==> src/design/rlbv_pkg.sv <==
// ----------------------------------------------------------------------------
// Run-length bit vector package
// Sizes, table entry layout, cell commands and codes shared by the core.
// ----------------------------------------------------------------------------
package rlbv_pkg;

   localparam int MAX_RUNS    = 256;
   localparam int INDEX_BITS  = 20;
   localparam int KERNEL_BITS = 64;
   localparam int POS_W       = $clog2(MAX_RUNS);
   localparam int CNT_W       = POS_W + 1;
   localparam int REP_W       = INDEX_BITS + 1;
   localparam int K_W         = 7;
   localparam int BIT_W       = $clog2(KERNEL_BITS);

   localparam logic [1:0] STATUS_OK      = 2'd0;
   localparam logic [1:0] STATUS_ALREADY = 2'd1;
   localparam logic [1:0] STATUS_FULL    = 2'd2;

   localparam logic OP_GET = 1'b0;
   localparam logic OP_SET = 1'b1;

   // A run is kept in units of groups: start group and group count.
   typedef struct packed {
      logic [INDEX_BITS-1:0] group;
      logic [REP_W-1:0]      repeats;
      logic [KERNEL_BITS-1:0] kernel;
   } entry_type;

   typedef enum logic [1:0] {
      CMD_HOLD,
      CMD_SHIFT,
      CMD_WRITE,
      CMD_MERGE
   } cmd_op_type;

   typedef struct packed {
      cmd_op_type           op;
      logic [CNT_W-1:0]     pos;
      logic [1:0]           count;
      entry_type [2:0]      ents;
   } cmd_type;

   typedef struct packed {
      logic             found;
      logic [CNT_W-1:0] pos;
      entry_type        entry;
      logic             touch;
   } look_type;

   typedef enum logic [3:0] {
      ST_IDLE,
      ST_DIV,
      ST_LOOK,
      ST_EVAL,
      ST_SHIFT,
      ST_WRITE,
      ST_CHK1,
      ST_MRG1,
      ST_CHK2,
      ST_MRG2,
      ST_DONE
   } state_type;

endpackage

==> src/design/rlbv_divider.sv <==
// ----------------------------------------------------------------------------
// Run-length bit vector index divider
// Restoring divider, one quotient bit per cycle, index over run width.
// ----------------------------------------------------------------------------
module rlbv_divider (
   input  logic                            clock,
   input  logic                            reset,
   input  logic                            start,
   input  logic [rlbv_pkg::INDEX_BITS-1:0] dividend,
   input  logic [rlbv_pkg::K_W-1:0]        divisor,
   output logic                            done,
   output logic [rlbv_pkg::INDEX_BITS-1:0] quotient,
   output logic [rlbv_pkg::BIT_W-1:0]      remainder
);
   import rlbv_pkg::*;

   localparam int STEP_W = $clog2(INDEX_BITS);

   logic                  busy_ff, busy_in;
   logic                  done_ff, done_in;
   logic [STEP_W-1:0]     step_ff, step_in;
   logic [INDEX_BITS-1:0] quo_ff, quo_in;
   logic [K_W-1:0]        rem_ff, rem_in;
   logic [K_W-1:0]        div_ff, div_in;
   logic [K_W:0]          trial;

   always_comb begin
      busy_in = busy_ff;
      done_in = 1'b0;
      step_in = step_ff;
      quo_in  = quo_ff;
      rem_in  = rem_ff;
      div_in  = div_ff;
      trial   = {rem_ff, quo_ff[INDEX_BITS-1]};
      if (start) begin
         busy_in = 1'b1;
         step_in = '0;
         quo_in  = dividend;
         rem_in  = '0;
         div_in  = divisor;
      end else if (busy_ff) begin
         if (trial >= {1'b0, div_ff}) begin
            rem_in = K_W'(trial - {1'b0, div_ff});
            quo_in = {quo_ff[INDEX_BITS-2:0], 1'b1};
         end else begin
            rem_in = trial[K_W-1:0];
            quo_in = {quo_ff[INDEX_BITS-2:0], 1'b0};
         end
         step_in = step_ff + 1'b1;
         if (step_ff == STEP_W'(INDEX_BITS - 1)) begin
            busy_in = 1'b0;
            done_in = 1'b1;
         end
      end
   end

   always_ff @(posedge clock) begin
      if (reset) begin
         busy_ff <= 1'b0;
         done_ff <= 1'b0;
      end else begin
         busy_ff <= busy_in;
         done_ff <= done_in;
      end
      step_ff <= step_in;
      quo_ff  <= quo_in;
      rem_ff  <= rem_in;
      div_ff  <= div_in;
   end

   assign done      = done_ff;
   assign quotient  = quo_ff;
   assign remainder = rem_ff[BIT_W-1:0];

endmodule

==> config.mk <==
export PLATFORM = sky130hd
export DESIGN_NAME = rlbv_divider
export DESIGN_NICKNAME = d
export VERILOG_FILES = /design/src/design/rlbv_pkg.sv /design/src/design/rlbv_divider.sv
export SDC_FILE = /design/constraint.sdc
export NUM_CORES = 1
export LEC_CHECK = 0
export BUFFER_PORTS_ARGS = -buffer_cell sky130_fd_sc_hd__clkbuf_2
export CAP_MARGIN = 30
export CORE_MARGIN = 4
export CORE_UTILIZATION = 23
export CTS_BUF_LIST = sky130_fd_sc_hd__clkbuf_4 sky130_fd_sc_hd__clkbuf_8 sky130_fd_sc_hd__clkbuf_16
export CTS_CLUSTER_SIZE = 20
export DETAILED_ROUTE_END_ITERATION = 6
export PLACE_DENSITY_LB_ADDON = 0.15
export SETUP_SLACK_MARGIN = 0.5
export SYNTH_ARGS = -nofsm -noshare
export SYNTH_HDL_FRONTEND = slang
export SYNTH_SLANG_ARGS = --single-unit
==> constraint.sdc <==
create_clock -name clock -period 2.85 [get_ports clock]
set_input_delay 0.4275 -clock clock [delete_from_list [all_inputs] [get_ports clock]]
set_output_delay 0.4275 -clock clock [all_outputs]
set_load 0.005 [all_outputs]
## Yosys cells after proc, flatten, opt, wreduce, memory -nomap -nowiden

Index checks and enable logic that the tools add are counted.

| operators by class | value |
|---|---|
| equality and inequality tests | 1 |
| reductions and logical operators | 2 |
| mux-type cells | 8 |
| bitwise gates (word level) | 1 |
| add/subtract/negate cells | 2 |
| $lt $le $gt $ge | 1 |

Operators with widths:

| operator | number |
|---|---|
| 2-to-1 mux 20 bit | 2 |
| >= comparator 8 x 7 -> 1 bit | 1 |
| 2-to-1 mux 7 bit | 1 |
| subtractor 7 bit | 1 |
| adder 5 x 1 -> 5 bit (second input constant) | 1 |
| == test 5 bit (second input constant) | 1 |
| 2-to-1 mux 1 bit | 5 |
| OR reduction 3 bit | 1 |
| nonzero test 2 bit | 1 |
| inverter 1 bit | 1 |

| word-level totals | value |
|---|---|
| logic and storage cells | 21 |
| bits in registers | 41 |

## Logic depth before layout (Yosys ltp)

Gate-level depths: netlist of run 1.

| depth | value |
|---|---|
| word-level depth | 4 |
| mapped depth | 9 |
| depth with buffers taken out | 7 |

## Least setup slack after synthesis of run 1

No wires, ideal clock.

| path | value |
|---|---|
| kind | reg2reg |
| start point | register quo_ff[19] (netlist: quotient[19]) |
| end point | register rem_ff[2] |
| stages on the path, launching flop included | 10 |
| buffers on the path | 2 |
| period minus slack after synthesis | 2216 ps |
| path slack | 634 ps |
| data arrival time | 2128 ps |
| cell sequence | edfxtp_1 > inv_1 > ha_1 > fa_1 > nand2b_2 > a211o_1 > buf_6 > and3_1 > buf_6 > a311oi_2 |

| between the ends | value |
|---|---|
| cells in the longest elaborated chain, start to end | 2 |
| elaborated cells on any way between the ends | 3 |
| classes of those cells | 1 x add/sub; 1 x order compare; 1 x mux |

Ends and longest elaborated chain:

| what | RTL line | text |
|---|---|---|
| start, declared | rlbv_divider.sv:22 | `logic [INDEX_BITS-1:0] quo_ff, quo_in;` |
| start signal, assigned | rlbv_divider.sv:66 | `quo_ff <= quo_in;` |
| subtractor 7 bit / >= comparator 8 x 7 -> 1 bit (equally long branches) | rlbv_divider.sv:43, rlbv_divider.sv:42 |  |
| 2-to-1 mux 7 bit (*) | rlbv_divider.sv:42 | `if (trial >= {1'b0, div_ff}) begin` |
| end signal, assigned | rlbv_divider.sv:67 | `rem_ff <= rem_in;` |
| end, declared | rlbv_divider.sv:23 | `logic [K_W-1:0] rem_ff, rem_in;` |

Every way passes the cells marked *; elsewhere a longest branch is shown, timed or not.
A chain may end at the register's enable or synchronous reset.

## Final worst setup path of run 1

Same ends and word-level chain as after synthesis.

==> results of run 1 <==
metrics by stage:
stage / power (mW) / setup WS, ns / hold slack [ns] / instance area (um2) / utilization, %
floorplan: 0.8928 / 0.6337 / 0.4712 / 2180 / -
global placement: 0.9909 / 0.5410 / 0.4911 / 2564 / 27.75
detailed placement: 0.9887 / 0.5013 / 0.5042 / 2564 / 27.75
CTS: 1.411 / 0.5077 / 0.2901 / 2663 / 28.82
global route: 1.477 / 0.5301 / 0.2847 / 2689 / 29.10
finish: 1.387 / 0.6572 / 0.3051 / 2689 / 29.10
metal layers:
metal  wire (um)  global-route usage [%]  vias to the layer above
met1        2357                   12.19                      733
met5           0                       0                        -
met3         350                   3.307                        4
met2        2150                   13.02                       47
li1            -                       -                      782
met4          50                   2.530                        0
power breakdown:
part / internal, mW / switching, mW / leakage [nW] / total (mW)
sequential: 0.691 / 0.0280 / 0.384 / 0.719
combinational: 0.125 / 0.135 / 0.674 / 0.260
clock: 0.197 / 0.212 / 0.0512 / 0.408
area by class of cell:
cell class	instances	area, um2	share of cell area (%)
well taps	129	161.4	6.003
clock buffers	6	82.58	3.071
flip-flops and latches	41	1091	40.58
multi-input cells	116	973.4	36.20
clock inverters	2	13.76	0.5119
repair buffers	61	317.8	11.82
inverters	13	48.80	1.815
sequential cells by signal (all words and copies together) (netlist names):
name	cells
step_ff	5
div_ff	7
rem_ff	7
busy_ff	1
done	1
quotient	20
logic make-up after synthesis:
logic type                 Yosys count  synth area share (%)
AOI/OAI and AO/OA                   31                 12.23
muxes                               21                 10.74
and+or+nand+nor                     47                 12.06
buffers and inverters               28                 6.601
adders and majority gates            9                 5.511
DFF                                 41                 50.06
xor gates and xnor gates             7                 2.813
cells in the final DEF (no fill, tap or decap), types with 2 or more instances in the layout:
cell	instances
or2_1	2
o21ai_1	2
nand2b_1	3
edfxtp_1	27
mux2i_1	2
nand3_1	2
xor2_1	3
clkbuf_8	6
inv_1	13
nand2_1	7
mux2_2	8
mux2_1	11
ha_1	8
clkbuf_2	56
dfxtp_1	14
xnor2_1	4
a211oi_1	3
o31ai_2	2
nor2b_1	2
a41oi_1	4
nor2_1	13
nand4_1	4
nor3b_1	6
o21bai_1	2
a21o_1	2
a311oi_2	2
o21ai_0	2
buf_4	5
worst max-delay path, cell delays in order, from the launching register on:
cell	delay, ns
edfxtp_1	0.36
inv_1	0.07
ha_1	0.23
fa_1	0.42
nand2b_4	0.18
a211o_4	0.37
and3_4	0.23
a311oi_2	0.25
timing repair:
action | CTS | global route
gates cloned | 0 | 1
pin swaps | 0 | 1
gates resized for setup | 2 | 3
setup endpoints to repair | 4 | 5
worst paths after layout:
check | depth (start not counted) | to | slack (ns) | from
worst max-delay path | 7 | rem_ff[2]$_SDFFE_PP0P_ | 0.66 | quotient[19]$_DFFE_PP_
worst min-delay path | 1 | div_ff[0]$_DFFE_PP_ | 0.31 | divisor[0]
worst min register to register | 2 | step_ff[4]$_SDFFE_PP0P_ | 0.52 | step_ff[4]$_SDFFE_PP0P_
worst max register to register | 7 | rem_ff[2]$_SDFFE_PP0P_ | 0.66 | quotient[19]$_DFFE_PP_
==> results.py, run 1 <==
metrics = {
    "outcome": {
        "outcome": "complete, no violations",
    },
    "timing": {
        "setup-violations-final": 0,
        "period_share_pct": 76.94,
        "rsz0062_at_grt": "false",
        "tightest_slew_ns": 0.4453,
        "finalClockSkew_ns": 0.006644,
        "slew_headroom_pct": 69.54,
        "fin_tns_setup_ns": 0,
        "fmax_mhz": 456.0,
        "finalMaxSlewViolations": 0,
        "hold_violations": 0,
        "period_minus_slack_ns": 2.193,
    },
    "yosys": {
        "yosysUniqueCellTypes": 51,
        "syn-num-nets": 223,
        "ys_seq_area_share_pct": 50.06,
        "syn_avg_cell_area_um2": 11.85,
        "ys_ff_latch": 41,
        "synth_area_mm2": 0.002180,
        "synth.most_common_cell": "edfxtp_1",
        "synth-edff-count": 27,
        "yosys_warnings": 0,
        "yosys_most_used_dff": "edfxtp_1",
        "yosysTopAreaCellShare_pct": 37.20,
        "synth_cells": 184,
        "synthTopCellsByArea": "edfxtp_1, dfxtp_1, mux2_1",
        "yosysTopAreaCell": "edfxtp_1",
        "yosys-top-cells-count": "edfxtp_1, dfxtp_1, inv_1, nor2_1, mux2_1",
        "async_flop_share_pct": 0,
    },
    "cells_and_area": {
        "n_antenna_cell": 0,
        "nets": 277,
        "drive_gt1_share_pct": 36.40,
        "syn2layout_area_growth_pct": 23.36,
        "fillCellCount": 979,
        "fin_cells": 368,
    },
    "drt": {
        "first_pass_iters": 4,
        "ant_nets": 0,
        "drt_wl_total_um": 4909,
        "dr_total_vias": 1566,
        "drt_iter0_markers": 44,
        "wl_per_cell_um": 13.34,
        "drc": 0,
        "routed_via_density": 4.255,
    },
    "pwr": {
        "peakVddDrop_v": 0.0002297,
        "power_leakage_nw": 1.110,
        "powerDensity_mw_per_mm2": 516.0,
    },
    "global_routing": {
        "grt_pass1_wl_um": 7990,
        "grt_usage_pct": 8.883,
        "grt_max_degree": 26,
        "grt_antenna_before_repair": 0,
        "grt_overflow_total": 0,
        "grt_pass1_vias": 1588,
    },
    "clock_network": {
        "post-cts-setup-buffers": 0,
        "htreeDepth": 2,
        "cts_buffer_depth": 2,
        "cts_root_buf": "clkbuf_8",
        "cts_tree": "built",
        "clkLatencyLatePin_ns": 0.29,
        "cts_made_buffers": 5,
        "path_clk_slew_ns": 0.09,
        "cts_hold_buf": 0,
        "cts.sinks": 41,
    },
    "placed_design": {
        "port_buffers": 56,
        "dp_cells": 359,
        "hpwl_um": 3558,
        "routabilityCongestion": 0.6927,
    },
    "floorplan": {
        "dieArea_mm2": 0.01110,
        "die_w_um": 105.3,
        "start_util_pct": 23.59,
        "row_count": 35,
        "io_pins": 57,
        "dieHeight_um": 105.3,
        "core_mm2": 0.009240,
    },
    "critical_path": {
        "critPathRequiredTime_ns": 3.06,
        "crit_type": "flop to flop",
        "worstPathArrival_ns": 2.40,
        "startpoint_type": "flop",
        "worstPathMaxFanout": 6,
        "end_kind": "flop",
    },
    "worst_hold_path": {
        "hp-class": "input pin to flop",
    },
    "job": {
        "cap_violations": 0,
    },
}
(Power assumes the default switching activity.)
==> inputs of run 2 (changes only) <==
==> constraint.sdc (replaced) <==
create_clock -name clock -period 2 [get_ports clock]
set_input_delay 0.3 -clock clock [delete_from_list [all_inputs] [get_ports clock]]
set_output_delay 0.3 -clock clock [all_outputs]
set_load 0.005 [all_outputs]
==> run 2 against run 1 <==
Sequential cell count did not move. Total power rose by 44%. Global-route usage rose by 0.29 points. Sequential share of layout area fell by 1.4 points. Die area did not move. Worst setup slack got worse by 0.63 ns. Worst hold slack got worse by 0.15 ns. Clock skew rose by 0.0049 ns.
==> results.py, run 2 (synthesis gave the netlist of run 1 again) <==
metrics = {
    "cells_and_area": {
        "fin_cells": 377,
        "final_cell_mix": "clkbuf_2, edfxtp_1, dfxtp_1, buf_4, nor2_1",
        "fillCellCount": 988,
        "fin_area_mm2": 0.002784,
        "drive_gt1_share_pct": 41.13,
        "largest_reg_flops": 20,
        "n_antenna_cell": 0,
        "final_common_cell": "clkbuf_2",
        "nets": 286,
        "post-route-util_pct": 30.13,
        "syn2layout_area_growth_pct": 27.73,
    },
    "critical_path": {
        "cp-startpoint": "div_ff[0]$_DFFE_PP_",
        "rr_worst_depth": 7,
        "crit_type": "flop to flop",
        "max_stage_delay_ns": 0.43,
        "crit_path_end": "rem_ff[6]$_SDFFE_PP0P_",
        "rrSetupSlack_ns": 0.03,
        "cp.depth": 7,
        "end_kind": "flop",
        "r2r-end": "rem_ff[6]$_SDFFE_PP0P_",
        "worstPathArrival_ns": 2.20,
        "critPathBufInv": 1,
        "critPathRequiredTime_ns": 2.23,
        "worstPathMaxFanout": 5,
        "startpoint_type": "flop",
        "reg2reg_from": "div_ff[0]$_DFFE_PP_",
        "worst_path_max_delay_cell": "edfxtp_1",
        "worstPathCellList": "ha_4 -> fa_2 -> nand2b_4 -> a211o_1 -> buf_6 -> a31o_1 -> o21ai_1",
        "path_delay_family": "compound AO/OA/AOI/OAI gates",
    },
    "worst_hold_path": {
        "hp-class": "input pin to flop",
    },
    "floorplan": {
        "core_mm2": 0.009240,
        "row_count": 35,
        "io_pins": 57,
        "dieArea_mm2": 0.01110,
        "start_util_pct": 23.59,
        "dieHeight_um": 105.3,
        "die_w_um": 105.3,
    },
    "drt": {
        "wl_per_cell_um": 13.18,
        "drc": 0,
        "routed_via_density": 4.194,
        "ant_nets": 0,
        "drt_iter0_markers": 29,
        "drt_wl_total_um": 4968,
        "first_pass_iters": 4,
        "dr_total_vias": 1581,
    },
    "clock_network": {
        "htreeDepth": 2,
        "cts_tree": "built",
        "path_clk_slew_ns": 0.10,
        "cts_buffer_depth": 2,
        "clkLatencyLatePin_ns": 0.31,
        "cts_root_buf": "clkbuf_8",
        "cts.sinks": 41,
        "cts_hold_buf": 0,
        "cts_made_buffers": 5,
    },
    "placed_design": {
        "routabilityCongestion": 0.6918,
        "hpwl_um": 3715,
        "port_buffers": 56,
        "dp_cells": 367,
        "pre_cts_slack_ns": -0.003421,
        "placed_cell_area_mm2": 0.002649,
    },
    "timing": {
        "fmax_mhz": 507.7,
        "finalMaxSlewViolations": 0,
        "fin_tns_setup_ns": 0,
        "slew_headroom_pct": 71.64,
        "finalClockSkew_ns": 0.01154,
        "setup_ws_ns": 0.03039,
        "period_share_pct": 98.48,
        "rsz0062_at_grt": "true",
        "setup-violations-final": 0,
        "hold_violations": 0,
        "hold_slack_ns": 0.1588,
        "tightest_slew_ns": 0.4194,
        "period_minus_slack_ns": 1.970,
    },
    "global_routing": {
        "grt_max_degree": 25,
        "grt_overflow_total": 0,
        "grt_usage_pct": 9.172,
        "grt_pass1_wl_um": 8073,
        "grt_pass1_vias": 1593,
        "grt_antenna_before_repair": 0,
    },
    "pwr": {
        "power_leakage_nw": 1.148,
        "peakVddDrop_v": 0.0003587,
        "powerDensity_mw_per_mm2": 719.9,
        "fin_total_pwr_mw": 2.004,
    },
    "outcome": {
        "outcome": "complete, no violations",
    },
    "job": {
        "cap_violations": 0,
    },
}
run 2: cell count changes in the layout (fill, tap and decap cells not counted), sizes merged:
cell,delta
a211o,-1
clkinvlp,+1
buf,+10
clkbuf,-1
inv,+1
clkinv,-1
run 2: area by class of cell:
| class | count | area, um2 | share of cell area (%) |
|---|---|---|---|
| Tap cell | 129 | 161.4 | 5.798 |
| Clock buffer | 5 | 68.82 | 2.472 |
| Multi-Input combinational cell | 115 | 992.2 | 35.64 |
| Timing Repair Buffer | 71 | 396.6 | 14.25 |
| Inverter | 13 | 48.80 | 1.753 |
| Sequential cell | 41 | 1091 | 39.19 |
| Clock inverter | 3 | 25.02 | 0.8989 |
run 2: repair_timing:
action | in CTS | in global routing
pin swaps | 8 | 3
endpoints found under the setup margin | 8 | 8
setup buffers | 2 | 0
cloned | 0 | 0
gates resized for setup | 3 | 2
run 2: how the worst min path moves through the flow:
| stage | from | slack (ns) | depth (start not counted) | endpoint |
|---|---|---|---|---|
| 3_3_place_gp | divisor[3] | 0.48 | 1 | div_ff[3]$_DFFE_PP_ |
| 2_1_floorplan | reset | 0.37 | 1 | busy_ff$_SDFF_PP0_ |
| 4_1_cts | reset | 0.14 | 2 | busy_ff$_SDFF_PP0_ |
| 5_1_grt | divisor[0] | 0.13 | 1 | div_ff[0]$_DFFE_PP_ |
| 6_report | reset | 0.16 | 2 | busy_ff$_SDFF_PP0_ |
| 3_5_place_dp | reset | 0.48 | 2 | busy_ff$_SDFF_PP0_ |
run 2: report_power, final:
part / switching [mW] / total [mW] / internal [mW]
registers: 0.0394 / 1.02 / 0.985
logic: 0.195 / 0.394 / 0.199
clock network: 0.333 / 0.586 / 0.252
run 2: worst reg2reg max path, stage by stage, from the launching register on:
cell and delay, ns:
edfxtp_1 0.43, ha_4 0.19, fa_2 0.34, nand2b_4 0.15, a211o_1 0.32, buf_6 0.15, a31o_1 0.22, o21ai_1 0.11
run 2: per-layer routing:
metal	GRT usage, %	vias up	wire (um)	part of all wire [%]
li1	-	797	-	-
met1	12.14	727	2327	47
met2	13.34	49	2159	43
met3	3.735	8	406	8.2
met4	3.374	0	74	1.5
met5	0	-	0	0
